===== src/rtl/lbcm_pkg.sv =====
// Shared constants, types and helpers for the linear battery charge model.
package lbcm_pkg;

    // Fixed-point format
    localparam int FRAC_BITS = 16;
    localparam int DATA_W    = 32;
    localparam int PROD_W    = 2 * DATA_W;

    // Product with its fraction bits dropped
    localparam int SHIFT_W   = PROD_W - FRAC_BITS;

    // Dividend of a fixed-point quotient
    localparam int QDIV_W    = DATA_W + FRAC_BITS;

    // Divider width covers both uses, rounded up to an even count (2 bits/cycle)
    localparam int DIV_SPAN  = (QDIV_W > SHIFT_W) ? QDIV_W : SHIFT_W;
    localparam int DIV_W     = ((DIV_SPAN + 1) / 2) * 2;
    localparam int DIV_STEPS = DIV_W / 2;
    localparam int DIV_CNT_W = $clog2(DIV_STEPS + 1);

    // Terminal voltage accumulator: base plus two product terms, signed
    localparam int TOT_W     = SHIFT_W + 3;

    localparam logic [DATA_W-1:0] ONE_Q        = DATA_W'(1) << FRAC_BITS;
    localparam logic [DATA_W-1:0] MV_THRESH    =
        DATA_W'(((64'd1 << FRAC_BITS) + 64'd500) / 64'd1000);
    localparam logic [DATA_W-1:0] SEC_PER_HOUR = DATA_W'(3600);
    localparam logic [DATA_W-1:0] MAX_Q        = '1;

    // Divider status seen by the sequencer
    typedef struct packed {
        logic busy;
        logic done;
    } lbcm_div_stat_t;

    // Clamp a divider quotient to 32 bits
    function automatic logic [DATA_W-1:0] sat_quo(input logic [DIV_W-1:0] q);
        return (|q[DIV_W-1:DATA_W]) ? MAX_Q : q[DATA_W-1:0];
    endfunction

endpackage


===== src/rtl/lbcm_div.sv =====
// Shared restoring divider, two quotient bits per cycle.
module lbcm_div
    import lbcm_pkg::*;
(
    input  logic                 clk,
    input  logic                 rst_n,
    input  logic                 start,
    input  logic [DIV_W-1:0]     dividend,
    input  logic [DATA_W-1:0]    divisor,
    output logic [DIV_W-1:0]     quotient,
    output lbcm_div_stat_t       stat
);

    logic [DIV_W-1:0]     quo_reg;
    logic [DATA_W-1:0]    rem_reg;
    logic [DATA_W-1:0]    dvs_reg;
    logic [DIV_CNT_W-1:0] cnt_reg;
    logic                 done_reg;

    logic [DIV_W-1:0]     quo_next;
    logic [DATA_W-1:0]    rem_next;
    logic [DATA_W:0]      trial;

    // Two restoring steps; dividend bits shift out as quotient bits shift in.
    // A zero divisor yields an all-ones quotient.
    always_comb
    begin
        quo_next = quo_reg;
        rem_next = rem_reg;
        trial    = '0;
        for (int i = 0; i < 2; i++)
        begin
            trial    = {rem_next, quo_next[DIV_W-1]};
            quo_next = {quo_next[DIV_W-2:0], 1'b0};
            if (trial >= {1'b0, dvs_reg})
            begin
                trial       = trial - {1'b0, dvs_reg};
                quo_next[0] = 1'b1;
            end
            rem_next = trial[DATA_W-1:0];
        end
    end

    // Iteration control
    always_ff @(posedge clk or negedge rst_n)
    begin
        if (!rst_n)
        begin
            quo_reg  <= '0;
            rem_reg  <= '0;
            dvs_reg  <= '0;
            cnt_reg  <= '0;
            done_reg <= 1'b0;
        end
        else if (start)
        begin
            quo_reg  <= dividend;
            rem_reg  <= '0;
            dvs_reg  <= divisor;
            cnt_reg  <= DIV_CNT_W'(DIV_STEPS);
            done_reg <= 1'b0;
        end
        else if (cnt_reg != '0)
        begin
            quo_reg  <= quo_next;
            rem_reg  <= rem_next;
            cnt_reg  <= cnt_reg - DIV_CNT_W'(1);
            done_reg <= (cnt_reg == DIV_CNT_W'(1));
        end
        else
        begin
            done_reg <= 1'b0;
        end
    end

    assign quotient  = quo_reg;
    assign stat.busy = (cnt_reg != '0);
    assign stat.done = done_reg;

    // A new division never cuts into one in flight
    ap_start_idle: assert property (@(posedge clk) disable iff (!rst_n)
        start |-> !stat.busy)
        else $error("divider started while busy");

    // Done follows the last step, when the counter has run out
    ap_done_last: assert property (@(posedge clk) disable iff (!rst_n)
        stat.done |-> ($past(cnt_reg) == DIV_CNT_W'(1)) && !stat.busy)
        else $error("divider done without finishing its steps");

endmodule


===== config.mk =====
export PLATFORM = sky130hd
export DESIGN_NAME = lbcm_div
export DESIGN_NICKNAME = d
export VERILOG_FILES = /design/src/rtl/lbcm_pkg.sv /design/src/rtl/lbcm_div.sv
export SDC_FILE = /design/constraint.sdc
export NUM_CORES = 1
export LEC_CHECK = 0
export BUFFER_PORTS_ARGS = -buffer_cell sky130_fd_sc_hd__buf_2
export CORE_ASPECT_RATIO = 1.4
export CORE_MARGIN = 2
export CORE_UTILIZATION = 25
export DETAILED_ROUTE_END_ITERATION = 12
export PLACE_DENSITY_LB_ADDON = 0.2
export SLEW_MARGIN = 20
export SYNTH_ARGS = -nofsm -noshare
export SYNTH_HDL_FRONTEND = slang
export SYNTH_SLANG_ARGS = --single-unit

===== constraint.sdc =====
create_clock -name clk -period 7.2 [get_ports clk]
set_clock_uncertainty 0.2 [all_clocks]
set_input_delay 0.72 -clock clk [delete_from_list [all_inputs] [get_ports clk]]
set_output_delay 0.72 -clock clk [all_outputs]
set_load 0.005 [all_outputs]

[Word-level counts from Yosys, hierarchy flattened]
Index checks and enable logic that the tools add are counted.
Word-level totals
  logic and storage cells: 25
  input bits: 83
  register bits: 118
Operators by class
  $add $sub $neg: 3
  reductions and logical operators: 2
  magnitude comparators: 2
  multiplexer cells: 12
  eq/ne operators: 1
Operator list (count)
  2-to-1 mux 32 bit: 4
  2-to-1 mux 48 bit: 2
  greater-or-equal comparator 33 x 32 -> 1 bit: 2
  subtractor 32 bit: 2
  2-to-1 mux 5 bit: 2
  == test 5 x 1 -> 1 bit, second input constant: 1
  nonzero test 5 bit: 1
  subtractor 5 x 1 -> 5 bit, second input constant: 1
  2-to-1 mux 1 bit: 4
  nonzero test 2 bit: 1

[Longest topological paths before layout]
Gate-level depths: netlist (run 1).
  depth in word-level cells: 6
  depth in mapped cells: 26
  depth with buffers taken out: 23

[Least setup slack after synthesis (run 1)]
No wires, ideal clock.
  kind: register to register
  start point: reg dvs_reg[1]
  end point: reg rem_reg[22]
  arrival time: 4.820 ns
  path slack: 2.056 ns
  cell stages (with the launch flop): 23
  buffers on the path: 2
  cells stage by stage: dfrtp_1 -> inv_1 -> ha_1 -> nor2b_1 -> o31a_1 -> o31ai_1 -> nand4_1 -> a21oi_2 -> or2_1 -> buf_6 -> buf_2 -> nand2_1 -> o21ai_0 -> ha_1 -> a21o_1 -> a21o_1 -> o31a_1 -> o311ai_1 -> a211oi_1 -> o21a_1 -> o21a_1 -> o311a_1 -> o31a_1
Between the ends
  cells in the longest elaborated chain, start to end: 6
  elaborated cells on any way between the ends: 8
  classes of those cells: 2 x add/sub; 2 x order compare; 4 x mux
Ends and longest elaborated chain
  start, declared: line lbcm_div.sv:16  | logic [DATA_W-1:0] dvs_reg;
  start signal, assigned: line lbcm_div.sv:59  | dvs_reg <= divisor;
  subtractor 32 bit or greater-or-equal comparator 33 x 32 -> 1 bit (tied branches): line lbcm_div.sv:37, lbcm_div.sv:35
  2-to-1 mux 32 bit: line lbcm_div.sv:35  | if (trial >= {1'b0, dvs_reg})
  subtractor 32 bit or greater-or-equal comparator 33 x 32 -> 1 bit (tied branches): line lbcm_div.sv:37, lbcm_div.sv:35
  2-to-1 mux 32 bit (*): line lbcm_div.sv:35
  2-to-1 mux 32 bit (*): line lbcm_div.sv:63  | else if (cnt_reg != '0)
  2-to-1 mux 32 bit (*): line lbcm_div.sv:55  | else if (start)
  end signal, assigned: line lbcm_div.sv:66  | rem_reg <= rem_next;
  end, declared: line lbcm_div.sv:15  | logic [DATA_W-1:0] rem_reg;
Every way passes the cells marked *; elsewhere a longest branch is shown, timed or not. The select of a mux whose other input is x is not followed.
A chain may end at the register's enable or synchronous reset.

[Worst setup path after layout (run 1)]
  start point: reg dvs_reg[1]
  end point: reg rem_reg[28]
The elaborated chain is that of the path after synthesis.

==> results.json, run 1 <==
{
  "p_per_area_mw_per_mm2": 515,
  "rows": 82,
  "cts_resized": 0,
  "io_buffer_count": 132,
  "wl_mm": 27.8,
  "syn-num-nets": 1221,
  "yosysSeqAreaShare_pct": 32.8,
  "rrSetupSlack_ps": 550,
  "holdWs_ps": 36.8,
  "finalSetupViolCount": 0,
  "cts.clk_slew.worst_paths_ps": 60,
  "m1WireLength_mm": 11.5,
  "max_slew_margin_pct": 41.1,
  "cts.sinks": 118,
  "synthFlopType": "dfrtp_1",
  "cts_tree": "yes",
  "yosys.area.top_type": "dfrtp_1",
  "drc": 0,
  "synthArstFlopShare_pct": 100,
  "ys_seq_elements": 118,
  "synth_simple_gate_area_share_pct": 15.3,
  "grt_pass1_vias": 8156,
  "via_per_inst": 4.83,
  "first_pass_iters": 4,
  "fin_setup_tns_ps": 0,
  "totalPowerFinal_uw": 5480,
  "largest_register_ffs": 48,
  "critPathLaunchType": "register",
  "grt_max_degree": 127,
  "crit_end": "rem_reg[28]",
  "clockBufferDepth": 2,
  "synth_top_family_by_area": "compound AO/OA/AOI/OAI gates",
  "synth.distinct_cells": 65,
  "tightest_slew_ps": 884,
  "grt-ovfl-total": 0,
  "maxSlewViolCount": 0,
  "dp_hpwl_mm": 21.0,
  "multiInputGateArea_mm2": 0.00558,
  "die_width_um": 164,
  "synthAdderAreaFrac_pct": 9.76,
  "worstPathArrival_ps": 6790,
  "coreArea_mm2": 0.0356,
  "io_pins": 133,
  "areaGrowthSynthToFinish_pct": 18.2,
  "startpoint": "dvs_reg[1]",
  "synth_edf_count": 0,
  "drt_iter0_markers": 398,
  "wl_met3_um": 747,
  "wl_met2_mm": 14.7,
  "p_leak_uw": 0.00528,
  "yosysWarnings": 0,
  "ctsRootBufferMaster": "clkbuf_16",
  "synth-xor-area-share_pct": 4.67,
  "synthMuxAreaShare_pct": 7.68,
  "grt_usage_pct": 15.2,
  "hold_viol_final": 0,
  "hold_class": "in2async",
  "clock_latency_ps": 440,
  "final_cells": 1651,
  "fillers": 3788,
  "cp-end-kind": "register",
  "initial_core_util_pct": 25.3,
  "ant_nets": 0,
  "fmax_ghz": 0.150,
  "drive_above_1_share_pct": 16.8,
  "synth_area_per_cell_um2": 8.42,
  "required_ps": 7330,
  "outcome": "finished, final reports clean",
  "via_count": 7970,
  "post-cts-setup-buffer-count": 0,
  "nNetsFinal": 1328,
  "post-route-period-util_pct": 92.4,
  "synthTopCellsByCount": "nand2_1 (151), o21ai_0 (128), dfrtp_1 (118)",
  "antenna_cells": 0,
  "antenna_found_initial": 0,
  "wl_per_cell_um": 16.8,
  "crit_fanout": 20,
  "numCtsBuffers": 17,
  "gp_congestion": 0.853,
  "grt_pass1_wl_mm": 44.5,
  "top_layer_used": "met4",
  "die_h_um": 228,
  "period_minus_slack_ps": 6650,
  "cts-hold-fix-buffers": 0,
  "die_area_mm2": 0.0375,
  "critPathKind": "reg2reg",
  "timing.rr.start": "dvs_reg[1]",
  "syn_inst": 1069,
  "drv_cap": 0,
  "cts_max_level": 4,
  "dp_cells": 1619,
  "r2r_end": "rem_reg[28]",
  "rr_worst_depth": 21,
  "synth_compound_area_share_pct": 24.6,
  "ys_top_cells_by_area": "dfrtp_1 (33%), ha_1 (9.3%), o21ai_0 (7.1%)",
  "seqCellArea_mm2": 0.00295,
  "synth.cell_area_mm2": 0.00900,
  "synth.most_common_cell": "nand2_1",
  "worst_ir_drop_vdd_mv": 0.254,
  "netlist.area_leader.share_pct": 32.8,
  "rsz0062_at_grt": "no"
}
## worst min-delay path by stage
stage,start,endpoint,slack [ps],cells after the start
global placement,cnt_reg[3],cnt_reg[3],300,1
floorplan,rst_n,cnt_reg[0],220,0
global route,rst_n,rem_reg[17],70,1
finish,rst_n,rem_reg[17],40,1
detailed placement,cnt_reg[3],cnt_reg[3],310,1
CTS,rst_n,rem_reg[14],40,1
## metal layers
layer	GRT usage [%]	vias up
met5	0	-
met4	6.22	0
met3	2.78	42
met2	27.6	143
met1	17.3	3718
li1	-	4067
## worst max-delay path, cell delays in order (launching register included)
cell and delay, ps:
dfrtp_1 400, inv_1 170, ha_1 280, nor2b_1 160, o31a_1 300, o31ai_1 570
nand4_1 330, a21oi_2 260, or2_1 140, buf_4 240, mux2_2 390, ha_1 390
nor2b_1 290, o21bai_1 140, a21oi_1 300, o311ai_1 180, a211oi_1 670, o21ai_0 280
a31oi_1 310, xor2_1 180, mux2i_1 90, a211oi_1 240
## placed cells by master (no fill, tap or decap), types with 6 or more instances in the layout
master     Yosys  final
nand2b_1       8      8
nor2_1        58     58
and3_1        10     10
and2_1         7      7
nand3_1       20     20
buf_4          2     10
dfrtp_1      118    118
o211ai_1      14     14
nand4_1       12     12
mux2i_1       60     60
ha_1          67     67
nand2_1      151    151
buf_2         10    130
a31oi_1        6      6
xnor2_1       30     30
a211oi_1      35     35
o21ai_0      128    128
mux2_2         8      8
inv_1         52     52
xor2_1        18     18
a21oi_1       54     54
a21o_1        31     31
nor3_1        11     11
o21ai_1       18     18
o21a_1        10     10
clkbuf_16      0     17
## area by class of cell
cell class	count	share of cell area [%]
sequential	118	27.8
inverter	53	1.89
clock buffer	17	4.00
timing repair buffer	143	7.29
tap	462	5.44
multi-input combinational	843	52.5
clock inverter	15	1.14
## through the flow
stage	util (%)	setup WS (ps)	area, um^2
floorplan	-	2060	9000
global placement	28.3	634	10100
detailed placement	28.3	634	10100
CTS	29.9	570	10600
global route	29.9	125	10600
finish	29.9	546	10600
## where the power goes
part | switching [uW] | leakage (uW) | internal [uW]
combinational | 2180 | 0.00356 | 1600
sequential | 99.4 | 0.00146 | 798
clock | 358 | 0.000264 | 447
## kinds of logic (layout without fill, tap and decap cells)
kind of cell / count (synthesis) / count (layout)
AND/OR/NAND/NOR: 307 / 307
XOR/XNOR: 48 / 48
adder cells (fa/ha/maj): 69 / 69
multiplexers: 68 / 68
AO/OA/AOI/OAI: 351 / 351
flip-flops: 118 / 118
buffers and inverters: 108 / 228
Note: power is estimated with default switching activity, not from simulation.
==> inputs of run 2 (changes only) <==
- BUFFER_PORTS_ARGS: -buffer_cell sky130_fd_sc_hd__buf_2 -> default
- CTS_CLUSTER_DIAMETER: default -> 30
- DONT_BUFFER_PORTS: default -> 1
- PLACE_DENSITY_LB_ADDON: 0.2 -> 0.3
==> run 2 against run 1 <==
The flow now finishes with violations (hold timing). Count of clock-buffer cells in the layout is 2 higher. Flip-flop and latch count stayed put. Combinational power is 1% lower. Critical path type unchanged. Largest cell class unchanged. Highest routed layer unchanged.
==> results.json, run 2 (same netlist as run 1, synthesis figures left out) <==
{
  "outcome": "complete, but fails checks",
  "violations": "hold timing",
  "mostFrequentLayoutCell": "nand2_1",
  "hold_viol_final": 2,
  "drv_cap": 0,
  "fin_setup_tns_ps": 0,
  "cp-end-kind": "register",
  "period_minus_slack_ps": 6400,
  "cts.sinks": 118,
  "grt_usage_pct": 15.0,
  "coreArea_mm2": 0.0356,
  "p_switching_uw": 2620,
  "grt-ovfl-total": 0,
  "drive_above_1_share_pct": 6.17,
  "io_pins": 133,
  "clockBufferDepth": 2,
  "rr_worst_depth": 21,
  "grt_max_degree": 199,
  "largest_register_ffs": 48,
  "fmax_ghz": 0.156,
  "first_pass_iters": 5,
  "rows": 82,
  "tightest_slew_ps": 800,
  "pre_cts_ws_ps": 698,
  "required_ps": 7360,
  "wl_per_cell_um": 17.9,
  "fin_util_pct": 28.1,
  "io_buffer_count": 0,
  "critPathLaunchType": "register",
  "finalSetupViolCount": 0,
  "rsz0062_at_grt": "no",
  "cts_max_level": 4,
  "antenna_cells": 0,
  "final_cell_mix": "nand2_1 (151), o21ai_0 (128), dfrtp_1 (118)",
  "ant_nets": 0,
  "drc": 0,
  "p_int_uw": 2860,
  "holdWs_ps": -11.0,
  "post-cts-setup-buffer-count": 0,
  "clock_latency_ps": 450,
  "grt_pass1_wl_mm": 43.8,
  "gp_congestion": 0.858,
  "ctsRootBufferMaster": "clkbuf_16",
  "die_h_um": 228,
  "p_leak_uw": 0.00475,
  "layout_setup_ws_ps": 796,
  "initial_core_util_pct": 25.3,
  "p_clk_share_pct": 15.3,
  "nNetsFinal": 1193,
  "worstPathArrival_ps": 6560,
  "cts_resized": 0,
  "worst_ir_drop_vdd_mv": 0.228,
  "critPathKind": "reg2reg",
  "max_slew_margin_pct": 46.7,
  "cts.clk_slew.worst_paths_ps": 60,
  "cts_tree": "yes",
  "pwr-share-comb_pct": 68.2,
  "wl_mm": 27.1,
  "drt_iter0_markers": 409,
  "numCtsBuffers": 17,
  "dp_hpwl_mm": 19.9,
  "die_width_um": 164,
  "areaGrowthSynthToFinish_pct": 11.2,
  "post-route-period-util_pct": 88.9,
  "hold_class": "in2async",
  "via_per_inst": 5.07,
  "p_sw_share_pct": 47.8,
  "fillers": 3846,
  "antenna_found_initial": 0,
  "p_per_area_mw_per_mm2": 548,
  "grt_pass1_vias": 8029,
  "via_count": 7693,
  "pwr-share-seq_pct": 16.5,
  "maxSlewViolCount": 0,
  "die_area_mm2": 0.0375,
  "crit_fanout": 45
}
## run 2: cell types whose count changed in the layout (fill, tap and decap cells not counted), moves of 2 or more
cell,previous run,this run
buf_2,130,0
clkinv_4,3,5
inv_8,2,0
buf_6,2,0
buf_4,10,5
clkbuf_8,0,2
## run 2: final timing paths
kind / startpoint / endpoint / slack, ps
worst max-delay path: dvs_reg[1] / rem_reg[27] / 800
worst min-delay path: rst_n / dvs_reg[15] / -10
worst max register to register: dvs_reg[1] / rem_reg[27] / 800
worst min register to register: cnt_reg[4] / cnt_reg[4] / 310
max in group asynchronous: rst_n / rem_reg[19] / 6230
min in group clk: start / cnt_reg[2] / 150
## run 2: routing by layer
| layer | vias to the layer above | global-route usage [%] | wire length, um |
|---|---|---|---|
| met4 | 0 | 7.29 | 1080 |
| li1 | 3787 | - | - |
| met2 | 188 | 27.6 | 14600 |
| met1 | 3662 | 15.9 | 10400 |
| met5 | - | 0 | 0 |
| met3 | 56 | 3.19 | 1020 |
## run 2: final cells by class
type	instances	area (um^2)	area share, %
flip-flops and latches	118	2950	29.5
well taps	462	578	5.78
inverters	53	204	2.04
repair buffers	8	113	1.13
clock inverters	13	124	1.24
clock buffers	19	453	4.53
multi-input cells	843	5580	55.8
## run 2: worst max-delay path, cell delays in order (launching register included)
cell and delay, ps:
dfrtp_1 390, inv_1 160, ha_1 270, nor2b_1 150, o31a_1 300, o31ai_1 470, nand4_1 320, a21oi_2 260
or2_1 260, buf_12 270, mux2_2 380, ha_1 360, o211ai_1 100, a21oi_1 340, o21ai_0 200, a21oi_1 320
o211ai_1 210, a2111oi_0 570, o22ai_1 170, xor2_1 180, a211o_1 290, o21ai_0 150
## run 2: what timing repair did
item | in CTS | in global routing
hold endpoints to repair | 118 | 0
endpoints found under the setup margin | 0 | 0
hold buffers | 1 | 0
## run 2: power groups by stage
| stage | logic [uW] | clock network [uW] | registers [uW] |
|---|---|---|---|
| final | 3740 | 840 | 907 |
| after global routing | 4160 | 896 | 924 |
| after CTS | 3680 | 874 | 908 |
| after detailed placement | 3640 | 0 | 919 |
| after global placement | 3640 | 0 | 918 |
| after floorplan | 2880 | 0 | 879 |
## run 2: per-stage QoR
step	area, um^2	total power [uW]	std cells	hold slack (ps)
finish	10000	5490	1516	-11.0
global route	10000	5980	1516	79.9
CTS	9970	5460	1515	61.8
detailed placement	9370	4560	1482	232
global placement	9370	4560	1482	232
floorplan	9000	3760	1069	224
